### src/sv/event_trigger_threshold_check_core_defines.svh
// Assertion macros for the event trigger threshold check core.
// Used by files that include this header; expects i_clk and i_rst_n in scope.
`ifndef EVENT_TRIGGER_THRESHOLD_CHECK_CORE_DEFINES_SVH
`define EVENT_TRIGGER_THRESHOLD_CHECK_CORE_DEFINES_SVH

// Antecedent and consequent in the same cycle.
`define ETTC_ASSERT_NOW(lbl, ante, cons, msg) \
    lbl: assert property (@(posedge i_clk) disable iff (!i_rst_n) (ante) |-> (cons)) \
        else $error(msg);

// Consequent in the cycle after the antecedent.
`define ETTC_ASSERT_NEXT(lbl, ante, cons, msg) \
    lbl: assert property (@(posedge i_clk) disable iff (!i_rst_n) (ante) |=> (cons)) \
        else $error(msg);

`endif

### src/sv/ettc_pkg.sv
// Shared constants for the event trigger threshold check core.
// No dependencies.
package ettc_pkg;

    localparam int MAX_ELEMENTS_DEF = 16;

    localparam int SUM_W  = 40;      // Q16.24 square sums
    localparam int ROOT_W = 21;      // unsaturated root width
    localparam int NORM_W = 18;      // reported norm width
    localparam int SIG_W  = 16;
    localparam int MAG_W  = 17;      // magnitude of a difference
    localparam int MUL_W  = 21;      // shared multiplier operand width
    localparam int IDX_W  = 5;       // root step index
    localparam int ROOT_STEPS = 21;  // one step per result bit

    localparam logic [1:0] MODE_ABS = 2'd0;
    localparam logic [1:0] MODE_REL = 2'd1;
    localparam logic [1:0] MODE_MIX = 2'd2;

    localparam logic [1:0] REG_MODE    = 2'd0;
    localparam logic [1:0] REG_SIGMA   = 2'd1;
    localparam logic [1:0] REG_EPSILON = 2'd2;

    localparam logic [1:0]        MODE_RST    = MODE_MIX;
    localparam logic [SIG_W-1:0]  SIGMA_RST   = 16'd6554;
    localparam logic [NORM_W-1:0] EPSILON_RST = 18'd41;

    localparam logic [SUM_W-1:0]  SUM_MAX  = {SUM_W{1'b1}};
    localparam logic [NORM_W-1:0] NORM_MAX = {NORM_W{1'b1}};

endpackage

### src/sv/event_trigger_threshold_check_core.sv
// Event trigger threshold check: saturating square sums, shared root unit, trigger test.
// Depends on ettc_pkg and event_trigger_threshold_check_core_defines.svh.
//
//  channel | handshake                 | payload
//  --------+---------------------------+----------------------------------------------
//  input   | start / busy              | i_cur_value, i_held_value, i_last_element
//  result  | o_done (one-cycle strobe) | o_fire, o_error_norm, o_state_mag
//  config  | i_cfg_valid / o_cfg_ready | i_cfg_index, i_cfg_data
//
// An accumulated element runs S_SQ_E, S_SQ_S, S_ACC on the shared multiplier and adder.
// A last element adds two roots of 21 steps each, the sigma product and the test.
// Elements past MAX_ELEMENTS leave busy low (last skips to the roots, product and test).
// Synchronous active-low reset restores control and config state and clears the sums.
// The result strobe lasts one cycle; the receiver cannot stall it.
`include "event_trigger_threshold_check_core_defines.svh"

module event_trigger_threshold_check_core #(
    parameter int MAX_ELEMENTS = ettc_pkg::MAX_ELEMENTS_DEF
) (
    input  logic                          i_clk,
    input  logic                          i_rst_n,
    input  logic                          start,
    output logic                          busy,
    input  logic signed [15:0]            i_cur_value,
    input  logic signed [15:0]            i_held_value,
    input  logic                          i_last_element,
    output logic                          o_done,
    output logic                          o_fire,
    output logic [ettc_pkg::NORM_W-1:0]   o_error_norm,
    output logic [ettc_pkg::NORM_W-1:0]   o_state_mag,
    input  logic                          i_cfg_valid,
    output logic                          o_cfg_ready,
    input  logic [1:0]                    i_cfg_index,
    input  logic [ettc_pkg::NORM_W-1:0]   i_cfg_data
);

    localparam int CNT_W = $clog2(MAX_ELEMENTS + 1);
    localparam int SW = ettc_pkg::SUM_W;
    localparam int RW = ettc_pkg::ROOT_W;
    localparam int MW = ettc_pkg::MUL_W;

    localparam logic [2:0] S_IDLE   = 3'd0;
    localparam logic [2:0] S_SQ_E   = 3'd1;
    localparam logic [2:0] S_SQ_S   = 3'd2;
    localparam logic [2:0] S_ACC    = 3'd3;
    localparam logic [2:0] S_ROOT_E = 3'd4;
    localparam logic [2:0] S_ROOT_S = 3'd5;
    localparam logic [2:0] S_MUL    = 3'd6;
    localparam logic [2:0] S_DONE   = 3'd7;

    localparam logic [ettc_pkg::IDX_W-1:0] IDX_TOP = ettc_pkg::IDX_W'(ettc_pkg::ROOT_STEPS - 1);

    // control and configuration
    logic [2:0]                    r_state, n_state;
    logic [CNT_W-1:0]              r_count, n_count;
    logic [SW-1:0]                 r_err_sum, n_err_sum;
    logic [SW-1:0]                 r_st_sum, n_st_sum;
    logic                          r_done, n_done;
    logic [1:0]                    r_mode;
    logic [ettc_pkg::SIG_W-1:0]    r_sigma;
    logic [ettc_pkg::NORM_W-1:0]   r_epsilon;

    // payload
    logic signed [15:0]            r_cur, n_cur;
    logic signed [15:0]            r_held, n_held;
    logic                          r_last, n_last;
    logic [2*MW-1:0]               r_prod, n_prod;
    logic [SW-1:0]                 r_rem, n_rem;
    logic [RW-1:0]                 r_res, n_res;
    logic [ettc_pkg::IDX_W-1:0]    r_idx, n_idx;
    logic [RW-1:0]                 r_err_root, n_err_root;
    logic [RW-1:0]                 r_st_root, n_st_root;
    logic                          r_fire, n_fire;
    logic [ettc_pkg::NORM_W-1:0]   r_err_norm, n_err_norm;
    logic [ettc_pkg::NORM_W-1:0]   r_st_norm, n_st_norm;

    logic signed [16:0]            diff;
    logic [ettc_pkg::MAG_W-1:0]    mag_err, mag_st;
    logic [MW-1:0]                 mul_a, mul_b;
    logic [2*MW-1:0]               mul_p;
    logic [SW:0]                   add_sum;
    logic [SW-1:0]                 add_a;
    logic [SW-1:0]                 add_sat;
    logic [RW-1:0]                 root_bit;
    logic [RW:0]                   root_trial;
    logic                          root_take;
    logic [SW-1:0]                 step_rem;
    logic [RW-1:0]                 step_res;
    logic [37:0]                   lhs, rhs_mix;
    logic                          fire_cmp;
    logic                          accept;
    logic                          room;

    assign busy        = (r_state != S_IDLE);
    assign o_cfg_ready = 1'b1;
    assign accept      = start && !busy;
    assign room        = (r_count < CNT_W'(MAX_ELEMENTS));

    assign o_done       = r_done;
    assign o_fire       = r_fire;
    assign o_error_norm = r_err_norm;
    assign o_state_mag  = r_st_norm;

    // magnitudes of the latched word
    assign diff    = 17'(r_held) - 17'(r_cur);
    assign mag_err = diff[16] ? 17'(-diff) : 17'(diff);
    assign mag_st  = r_cur[15] ? 17'(-17'(r_cur)) : 17'(17'(r_cur));

    // shared multiplier
    always_comb begin
        case (r_state)
            S_SQ_E: begin
                mul_a = MW'(mag_err);
                mul_b = MW'(mag_err);
            end
            S_SQ_S: begin
                mul_a = MW'(mag_st);
                mul_b = MW'(mag_st);
            end
            default: begin
                mul_a = MW'(r_sigma);
                mul_b = MW'(r_st_root);
            end
        endcase
    end
    assign mul_p = mul_a * mul_b;

    // shared saturating adder
    assign add_a   = (r_state == S_SQ_S) ? r_err_sum : r_st_sum;
    assign add_sum = {1'b0, add_a} + {1'b0, r_prod[SW-1:0]};
    assign add_sat = add_sum[SW] ? ettc_pkg::SUM_MAX : add_sum[SW-1:0];

    // shared root step: one result bit per cycle
    always_comb begin
        root_bit   = '0;
        root_bit   = root_bit | (RW'(1) << r_idx);
        root_trial = {1'b0, r_res} + {1'b0, root_bit};
    end
    // compare the remainder against 2 * res * 2^idx + 4^idx
    logic [SW+1:0] trial_wide;
    logic [SW+1:0] bit_wide;
    always_comb begin
        bit_wide   = (SW+2)'(1) << {r_idx, 1'b0};
        trial_wide = (((SW+2)'(r_res) << r_idx) << 1) + bit_wide;
        root_take  = ({2'b00, r_rem} >= trial_wide);
        step_rem   = root_take ? SW'({2'b00, r_rem} - trial_wide) : r_rem;
        step_res   = root_take ? root_trial[RW-1:0] : r_res;
    end

    // trigger test
    assign lhs     = 38'({r_err_root, 16'd0});
    assign rhs_mix = 38'(r_prod) + 38'({r_epsilon, 16'd0});
    always_comb begin
        case (r_mode)
            ettc_pkg::MODE_ABS: fire_cmp = (r_err_root > RW'(r_epsilon));
            ettc_pkg::MODE_REL: fire_cmp = (lhs > 38'(r_prod));
            default:            fire_cmp = (lhs > rhs_mix);
        endcase
    end

    always_comb begin
        n_state    = r_state;
        n_count    = r_count;
        n_err_sum  = r_err_sum;
        n_st_sum   = r_st_sum;
        n_done     = 1'b0;
        n_cur      = r_cur;
        n_held     = r_held;
        n_last     = r_last;
        n_prod     = r_prod;
        n_rem      = r_rem;
        n_res      = r_res;
        n_idx      = r_idx;
        n_err_root = r_err_root;
        n_st_root  = r_st_root;
        n_fire     = r_fire;
        n_err_norm = r_err_norm;
        n_st_norm  = r_st_norm;
        case (r_state)
            S_IDLE: begin
                if (accept) begin
                    n_cur  = i_cur_value;
                    n_held = i_held_value;
                    n_last = i_last_element;
                    if (room) begin
                        n_count = r_count + CNT_W'(1);
                        n_state = S_SQ_E;
                    end else if (i_last_element) begin
                        // vector overflowed: skip accumulation, still report
                        n_rem   = r_err_sum;
                        n_res   = '0;
                        n_idx   = IDX_TOP;
                        n_state = S_ROOT_E;
                    end
                end
            end
            S_SQ_E: begin
                n_prod  = mul_p;
                n_state = S_SQ_S;
            end
            S_SQ_S: begin
                n_err_sum = add_sat;
                n_prod    = mul_p;
                n_state   = S_ACC;
            end
            S_ACC: begin
                n_st_sum = add_sat;
                if (r_last) begin
                    n_rem   = r_err_sum;
                    n_res   = '0;
                    n_idx   = IDX_TOP;
                    n_state = S_ROOT_E;
                end else begin
                    n_state = S_IDLE;
                end
            end
            S_ROOT_E: begin
                n_rem = step_rem;
                n_res = step_res;
                n_idx = r_idx - ettc_pkg::IDX_W'(1);
                if (r_idx == '0) begin
                    n_err_root = step_res;
                    n_rem      = r_st_sum;
                    n_res      = '0;
                    n_idx      = IDX_TOP;
                    n_state    = S_ROOT_S;
                end
            end
            S_ROOT_S: begin
                n_rem = step_rem;
                n_res = step_res;
                n_idx = r_idx - ettc_pkg::IDX_W'(1);
                if (r_idx == '0) begin
                    n_st_root = step_res;
                    n_state   = S_MUL;
                end
            end
            S_MUL: begin
                n_prod  = mul_p;
                n_state = S_DONE;
            end
            S_DONE: begin
                n_fire     = fire_cmp;
                n_err_norm = (r_err_root > RW'(ettc_pkg::NORM_MAX)) ?
                             ettc_pkg::NORM_MAX : r_err_root[ettc_pkg::NORM_W-1:0];
                n_st_norm  = (r_st_root > RW'(ettc_pkg::NORM_MAX)) ?
                             ettc_pkg::NORM_MAX : r_st_root[ettc_pkg::NORM_W-1:0];
                n_done     = 1'b1;
                n_err_sum  = '0;
                n_st_sum   = '0;
                n_count    = '0;
                n_state    = S_IDLE;
            end
            default: begin
                n_state = S_IDLE;
            end
        endcase
    end

    always_ff @(posedge i_clk) begin
        if (!i_rst_n) begin
            r_state   <= S_IDLE;
            r_count   <= '0;
            r_err_sum <= '0;
            r_st_sum  <= '0;
            r_done    <= 1'b0;
            r_mode    <= ettc_pkg::MODE_RST;
            r_sigma   <= ettc_pkg::SIGMA_RST;
            r_epsilon <= ettc_pkg::EPSILON_RST;
        end else begin
            r_state   <= n_state;
            r_count   <= n_count;
            r_err_sum <= n_err_sum;
            r_st_sum  <= n_st_sum;
            r_done    <= n_done;
            if (i_cfg_valid && o_cfg_ready) begin
                case (i_cfg_index)
                    ettc_pkg::REG_MODE:    r_mode    <= i_cfg_data[1:0];
                    ettc_pkg::REG_SIGMA:   r_sigma   <= i_cfg_data[ettc_pkg::SIG_W-1:0];
                    ettc_pkg::REG_EPSILON: r_epsilon <= i_cfg_data;
                    default: ;  // drop writes past the register list
                endcase
            end
        end
    end

    always_ff @(posedge i_clk) begin
        r_cur      <= n_cur;
        r_held     <= n_held;
        r_last     <= n_last;
        r_prod     <= n_prod;
        r_rem      <= n_rem;
        r_res      <= n_res;
        r_idx      <= n_idx;
        r_err_root <= n_err_root;
        r_st_root  <= n_st_root;
        r_fire     <= n_fire;
        r_err_norm <= n_err_norm;
        r_st_norm  <= n_st_norm;
    end

    `ETTC_ASSERT_NEXT(a_done_follows, r_state == S_DONE, o_done && !busy, "result strobe missing after test")
    `ETTC_ASSERT_NOW(a_done_idle, o_done, r_state == S_IDLE && r_count == '0, "strobe while block not cleared")
    `ETTC_ASSERT_NEXT(a_root_hand, r_state == S_ROOT_E && r_idx == '0, r_state == S_ROOT_S && r_idx == IDX_TOP, "root unit not handed to state sum")
    `ETTC_ASSERT_NOW(a_count_bound, 1'b1, r_count <= CNT_W'(MAX_ELEMENTS), "element count past limit")

endmodule
### config.mk
export PLATFORM = sky130hd
export DESIGN_NAME = event_trigger_threshold_check_core
export DESIGN_NICKNAME = d
export VERILOG_FILES = /design/src/sv/ettc_pkg.sv /design/src/sv/event_trigger_threshold_check_core.sv
export VERILOG_INCLUDE_DIRS = /design/src /design/src/sv
export SDC_FILE = /design/constraint.sdc
export NUM_CORES = 2
export LEC_CHECK = 0
export BUFFER_PORTS_ARGS = -buffer_cell sky130_fd_sc_hd__buf_2
export CAP_MARGIN = 20
export CORE_ASPECT_RATIO = 0.7
export CORE_UTILIZATION = 40
export CTS_BUF_LIST = sky130_fd_sc_hd__clkbuf_16
export CTS_CLUSTER_DIAMETER = 80
export DETAILED_ROUTE_END_ITERATION = 8
export PLACE_DENSITY_LB_ADDON = 0.08
export SYNTH_ARGS = -nofsm -noshare
export SYNTH_HDL_FRONTEND = slang
export SYNTH_SLANG_ARGS = --single-unit
export TNS_END_PERCENT = 50
### constraint.sdc
create_clock -name i_clk -period 12.05 [get_ports i_clk]
set_input_delay 1.8075 -clock i_clk [delete_from_list [all_inputs] [get_ports i_clk]]
set_output_delay 1.8075 -clock i_clk [all_outputs]
set_load 0.02 [all_outputs]
== Word-level counts from Yosys, hierarchy flattened ==
Index checks and enable logic that the tools add are counted.
Widths: inputs -> output; s select.
Operators by class
  shift-type cells: 3
  reduce and logical (&&, ||, !) cells: 21
  multiply operators: 1
  $add $sub $neg: 10
  equal/unequal tests: 18
  muxes and demuxes: 40
  order comparisons: 7
Operators with widths (count)
  $mux 40: 8
  $pmux 40 s2: 2
  $pmux 40 s4: 1
  $mux 21: 6
  $pmux 21 s4: 1
  $gt 37x38->1: 2
  $add 42x42->42: 1
  $ge 40x42->1: 1
  $gt 21x18->1 const B: 2
  $pmux 21 s2: 1
  $shl 1x6->42 const A: 1
  $add 40x40->41: 1
  $shl 21x5->41: 1
  $sub 40x40->40: 1
  $add 38x34->38: 1
  $mul 17x21->38: 1
  $mux 5: 7
  $mux 17: 2
  $pmux 17 s2: 1
  $pmux 3 s8: 1
  $add 21x21->21: 1
  $gt 21x18->1: 1
  $shl 1x5->21 const A: 1
  $pmux 5 s4: 1
  other kinds (30): 54
Storage, ports and cells
  register bits after elaboration: 343
  input port bits: 57

== Longest topological paths before layout ==
  depth after elaboration: 6
  gate-level depth with buffers: 43
  gate-level depth less buffers: 41

== Least setup slack after synthesis ==
Ideal clock, no wire load.
  path type: register -> register
  from: register r_cur[0]
  to: register r_prod[37], data pin
  clock period less this slack: 9753 ps
  path buffers: 1
  data required time: 11790 ps
  slack: 2297 ps
  stages on the path, launching flop included: 38
  data arrival time: 9493 ps
  cells stage by stage: edfxtp_1 > ha_1 > fa_1 > nor2b_1 > o21ai_0 > a21boi_0 > o21ai_0 > a21oi_1 > o21a_1 > nor2_1 > xnor2_1 > or4b_2 > o41a_1 > mux2i_1 > nand2_1 > clkbuf_1 > nand2_1 > fa_1 > (+2 left out) > fa_1 > fa_1 > fa_1 > inv_1 > fa_1 > inv_1 > ha_1 > nand4_1 > nor4_1 > nor3_1 > o31a_1 > o211a_1 > nor3_1 > a2111oi_0 > a211oi_1 > a21o_1 > a21oi_1 > xnor2_1
On the way
  longest elaborated chain between the ends: 5
  elaborated cells on any way between the ends: 8
Ends and longest elaborated chain
  from (decl): line event_trigger_threshold_check_core.sv:64  | logic signed [15:0] r_cur, n_cur;
  from (signal assigned): line event_trigger_threshold_check_core.sv:288  | r_cur <= n_cur;
  $sub 16x16->17: line event_trigger_threshold_check_core.sv:105  | assign diff = 17'(r_held) - 17'(r_cur);
  $neg 17->17: line event_trigger_threshold_check_core.sv:106  | assign mag_err = diff[16] ? 17'(-diff) : 17'(diff);
  $mux 17: line event_trigger_threshold_check_core.sv:106
  $pmux 17 s2 or $pmux 21 s2 (tied branches): line event_trigger_threshold_check_core.sv:111  | case (r_state)
  $mul 17x21->38 *: line event_trigger_threshold_check_core.sv:126  | assign mul_p = mul_a * mul_b;
  via mul_p[37]: line event_trigger_threshold_check_core.sv:80  | logic [2*MW-1:0] mul_p;
  to (signal assigned): line event_trigger_threshold_check_core.sv:291  | r_prod <= n_prod;
  to (decl): line event_trigger_threshold_check_core.sv:67  | logic [2*MW-1:0] r_prod, n_prod;
The timed path passes the listed nets; every way through them passes the cells marked *.
A chain may end at the register's enable or synchronous reset.

== Final worst setup path ==
  from: register r_cur[1]
  to: register r_prod[37], data pin
The elaborated chain is that of the path after synthesis.

==> impl_results.md <==
* Postcts setup bufs at 0
* Synth warn at 0
* Asr flop ratio synth at 0
* Routed len/inst at 23.7 um
* Slowest stage delay, CP at 0.68 ns
* RePlAce Congestion at between 0.9 and 1
* # hold bufs at CTS at 0
* DP HPWL at 102,000 um
* Fin cells at 5,366
* Final slew viol count at 0
* Actual slew at the worst max-slew pin at 1.09 ns
* Die Wd at 361 um
* Worst Hold Class: reg2reg
* Hold EP: r_sigma[9]
* #FFs+latches synth at between 300 and 400
* Final hold violation count at 0
* Clk pin slew, worst setup/hold paths at 0.06 ns
* Fmax at 89.4 MHz
* CTS tree: yes
* Site Rows at 91
* Crit Path Category: reg2reg
* Fillers at just under 9,000
* Drt initial violations at 2,951
* Register area share after synthesis at 0.249
* CTS max path bufs at 3
* Final #Nets at roughly 4,800
* WP buf/inv at 4
* Remaining global-route overflow at 0
* Clock tree root buffer cell: clkbuf_16
* Setup TNS Final at 0 ns
* Skew final at 0.0338 ns
* Cell variety after synth at 90
* Drt drc at 0
* Largest net degree at the start of global routing at 56
* Area Growth Syn to Fin at 9.68%
* Critical Path Source Type: flip-flop
* 1st-pass router iterations at 5
* PortBufs at 95
* Worst R2R Start: r_cur[1]
* Die H at about 250 um
* Most used cell, CP: fa_1
* Reg2reg end: r_prod[37]
* TritonCTS Sinks at 341
* # IOs at between 90 and 100
* Core area at 88,700 um^2
* Post-route clock period utilization at 0.928
* Layout cells sized above 1 at 0.0769
* Max_cap viols at 0
* CP delay by family, top: adder cells
* Worst hold path depth at 2
* R2R depth at 36
* Die ar. at 91,400 um^2
* Post-synth top flop: edfxtp_1
* Placed insts at 5,278
* Initial antenna violation count at 10
* Num CTS Buffers at 44
* CP max FO at 9
* First-pass GRT wire length at 187,000 um
* CP required at roughly 12 ns
* Synthesized area at 36,100 um^2
* Slowest cell on crit path: nor4_1
* # H-tree levels at 2
* Hold_sp: r_sigma[9]
* Worst setup margin at 0.868 ns
* Min cycle time layout at 11.18 ns
* WP data arrival at around 12 ns
* Final WL at 127,000 um
* DR vias/cell at around 5.6
* Initial Util at 0.407
* Kind of end point of the critical path: flip-flop
* Setup Viol. Count Final at 0
* Number of routed nets with antenna violations at 0
* Post_cts resized at 0
* Synth Area per Inst at between 8 and 9 um^2
* Status: finished, final reports clean
* Critical Path Source: r_cur[1]
* Post-synth EDFFs at 216
* RSZ-0062 raised after global routing: no
* Flop-to-flop setup slack at 0.87 ns
* Syn Inst Count at 4,087
* Number of global-route vias before repair at 28,173
* Clock Latency Late Sink at 0.62 ns
* Slew headroom at 0.275
* Placement-stage worst setup slack at 1.08 ns
* Final core utilization at 0.446
* GR Util All Layers at 0.276
* Via count at 29,821
## worst register-to-register path, delay by kind of cell, from the launching register on
kind	cells	cell delay, ns
DFF	1	0.44
buffers and inverters	4	0.29
adders and majority gates	8	3.68
and+or+nand+nor	11	3.53
AOI/OAI and AO/OA	12	2.84
xor gates and xnor gates	1	0.14
## layout make-up
type | instances | area [um^2] | share of cell area
multi-input cells | 3124 | 24700 | 0.624
inverters | 477 | 1790 | 0.0453
repair buffers | 177 | 1110 | 0.0280
flip-flops and latches | 341 | 8990 | 0.227
clock inverters | 33 | 285 | 0.00721
diodes | 3 | 7.51 | 0.000190
clock buffers | 49 | 1230 | 0.0310
well taps | 1162 | 1450 | 0.0367
## registers in the layout, summed over array words and instances, names as in the netlist, 18 cells and up
name / flops
o_error_norm: 18
o_state_mag: 18
r_epsilon: 18
r_err_root: 21
r_err_sum: 40
r_prod: 38
r_rem: 40
r_res: 21
r_st_root: 21
r_st_sum: 40
## metal layers
| layer | up-vias | global-route usage | routed length (um) |
|---|---|---|---|
| met3 | 105 | 0.0942 | 14300 |
| met2 | 1119 | 0.354 | 46700 |
| met5 | - | 0 | 0 |
| met1 | 14550 | 0.434 | 63800 |
| met4 | 0 | 0.0511 | 2210 |
| li1 | 14047 | - | - |
## placed cells by master, fill, tap and decap left out, drive strengths merged, types with 67 or more instances in the layout
master,count
nand2,634
inv,490
ha,333
fa,289
nor2,229
edfxtp,216
a21oi,197
o21ai,195
buf,176
xnor2,138
dfxtp,125
and2,108
a21o,96
mux2i,76
nand2b,67
## synth_stat cells (26+ instances only)
cell | n | share of area
fa_1 | 289 | 0.16
ha_1 | 333 | 0.12
a21boi_0 | 35 | 0.0073
and2_1 | 106 | 0.018
o22ai_1 | 43 | 0.0075
edfxtp_1 | 216 | 0.18
a21o_1 | 96 | 0.020
xor2_1 | 64 | 0.016
and3_1 | 26 | 0.0045
inv_1 | 475 | 0.049
a21oi_1 | 197 | 0.027
xnor2_1 | 137 | 0.033
clkbuf_1 | 131 | 0.014
o21ai_0 | 182 | 0.025
nor2b_1 | 41 | 0.0071
nand2b_1 | 67 | 0.012
o21a_1 | 52 | 0.011
nor2_1 | 229 | 0.024
dfxtp_1 | 125 | 0.069
nor3_1 | 58 | 0.0080
mux2i_1 | 76 | 0.021
nand4_1 | 28 | 0.0049
nand2_1 | 633 | 0.066
nand3_1 | 60 | 0.0083
## cells by family after synthesis
logic type | synth area share
flops | 0.249
fa+ha+maj | 0.276
other cells | 0.000208
compound gates | 0.148
xor+xnor | 0.0492
mux | 0.0376
simple gates | 0.171
buf+inv | 0.0688
## through the flow
stage	area [um^2]	hold WS [ns]
finish	39600	0.475
global route	39600	0.500
CTS	39500	0.472
detailed placement	38000	0.461
global placement	38000	0.454
floorplan	36100	0.438
## worst max path at each step
stage | endpoint | slack, ns | cells after the start
after CTS | r_prod[37] | 1.03 | 39
after detailed placement | r_prod[37] | 1.08 | 39
after global placement | r_prod[37] | 1.20 | 39
final | r_prod[37] | 0.87 | 36
after floorplan | r_prod[37] | 2.30 | 37
after global routing | r_prod[37] | 0.13 | 36
Power is left out: the tool's default activity adds up to more than one toggle a clock period on the data nets, which glitch-free logic cannot reach.
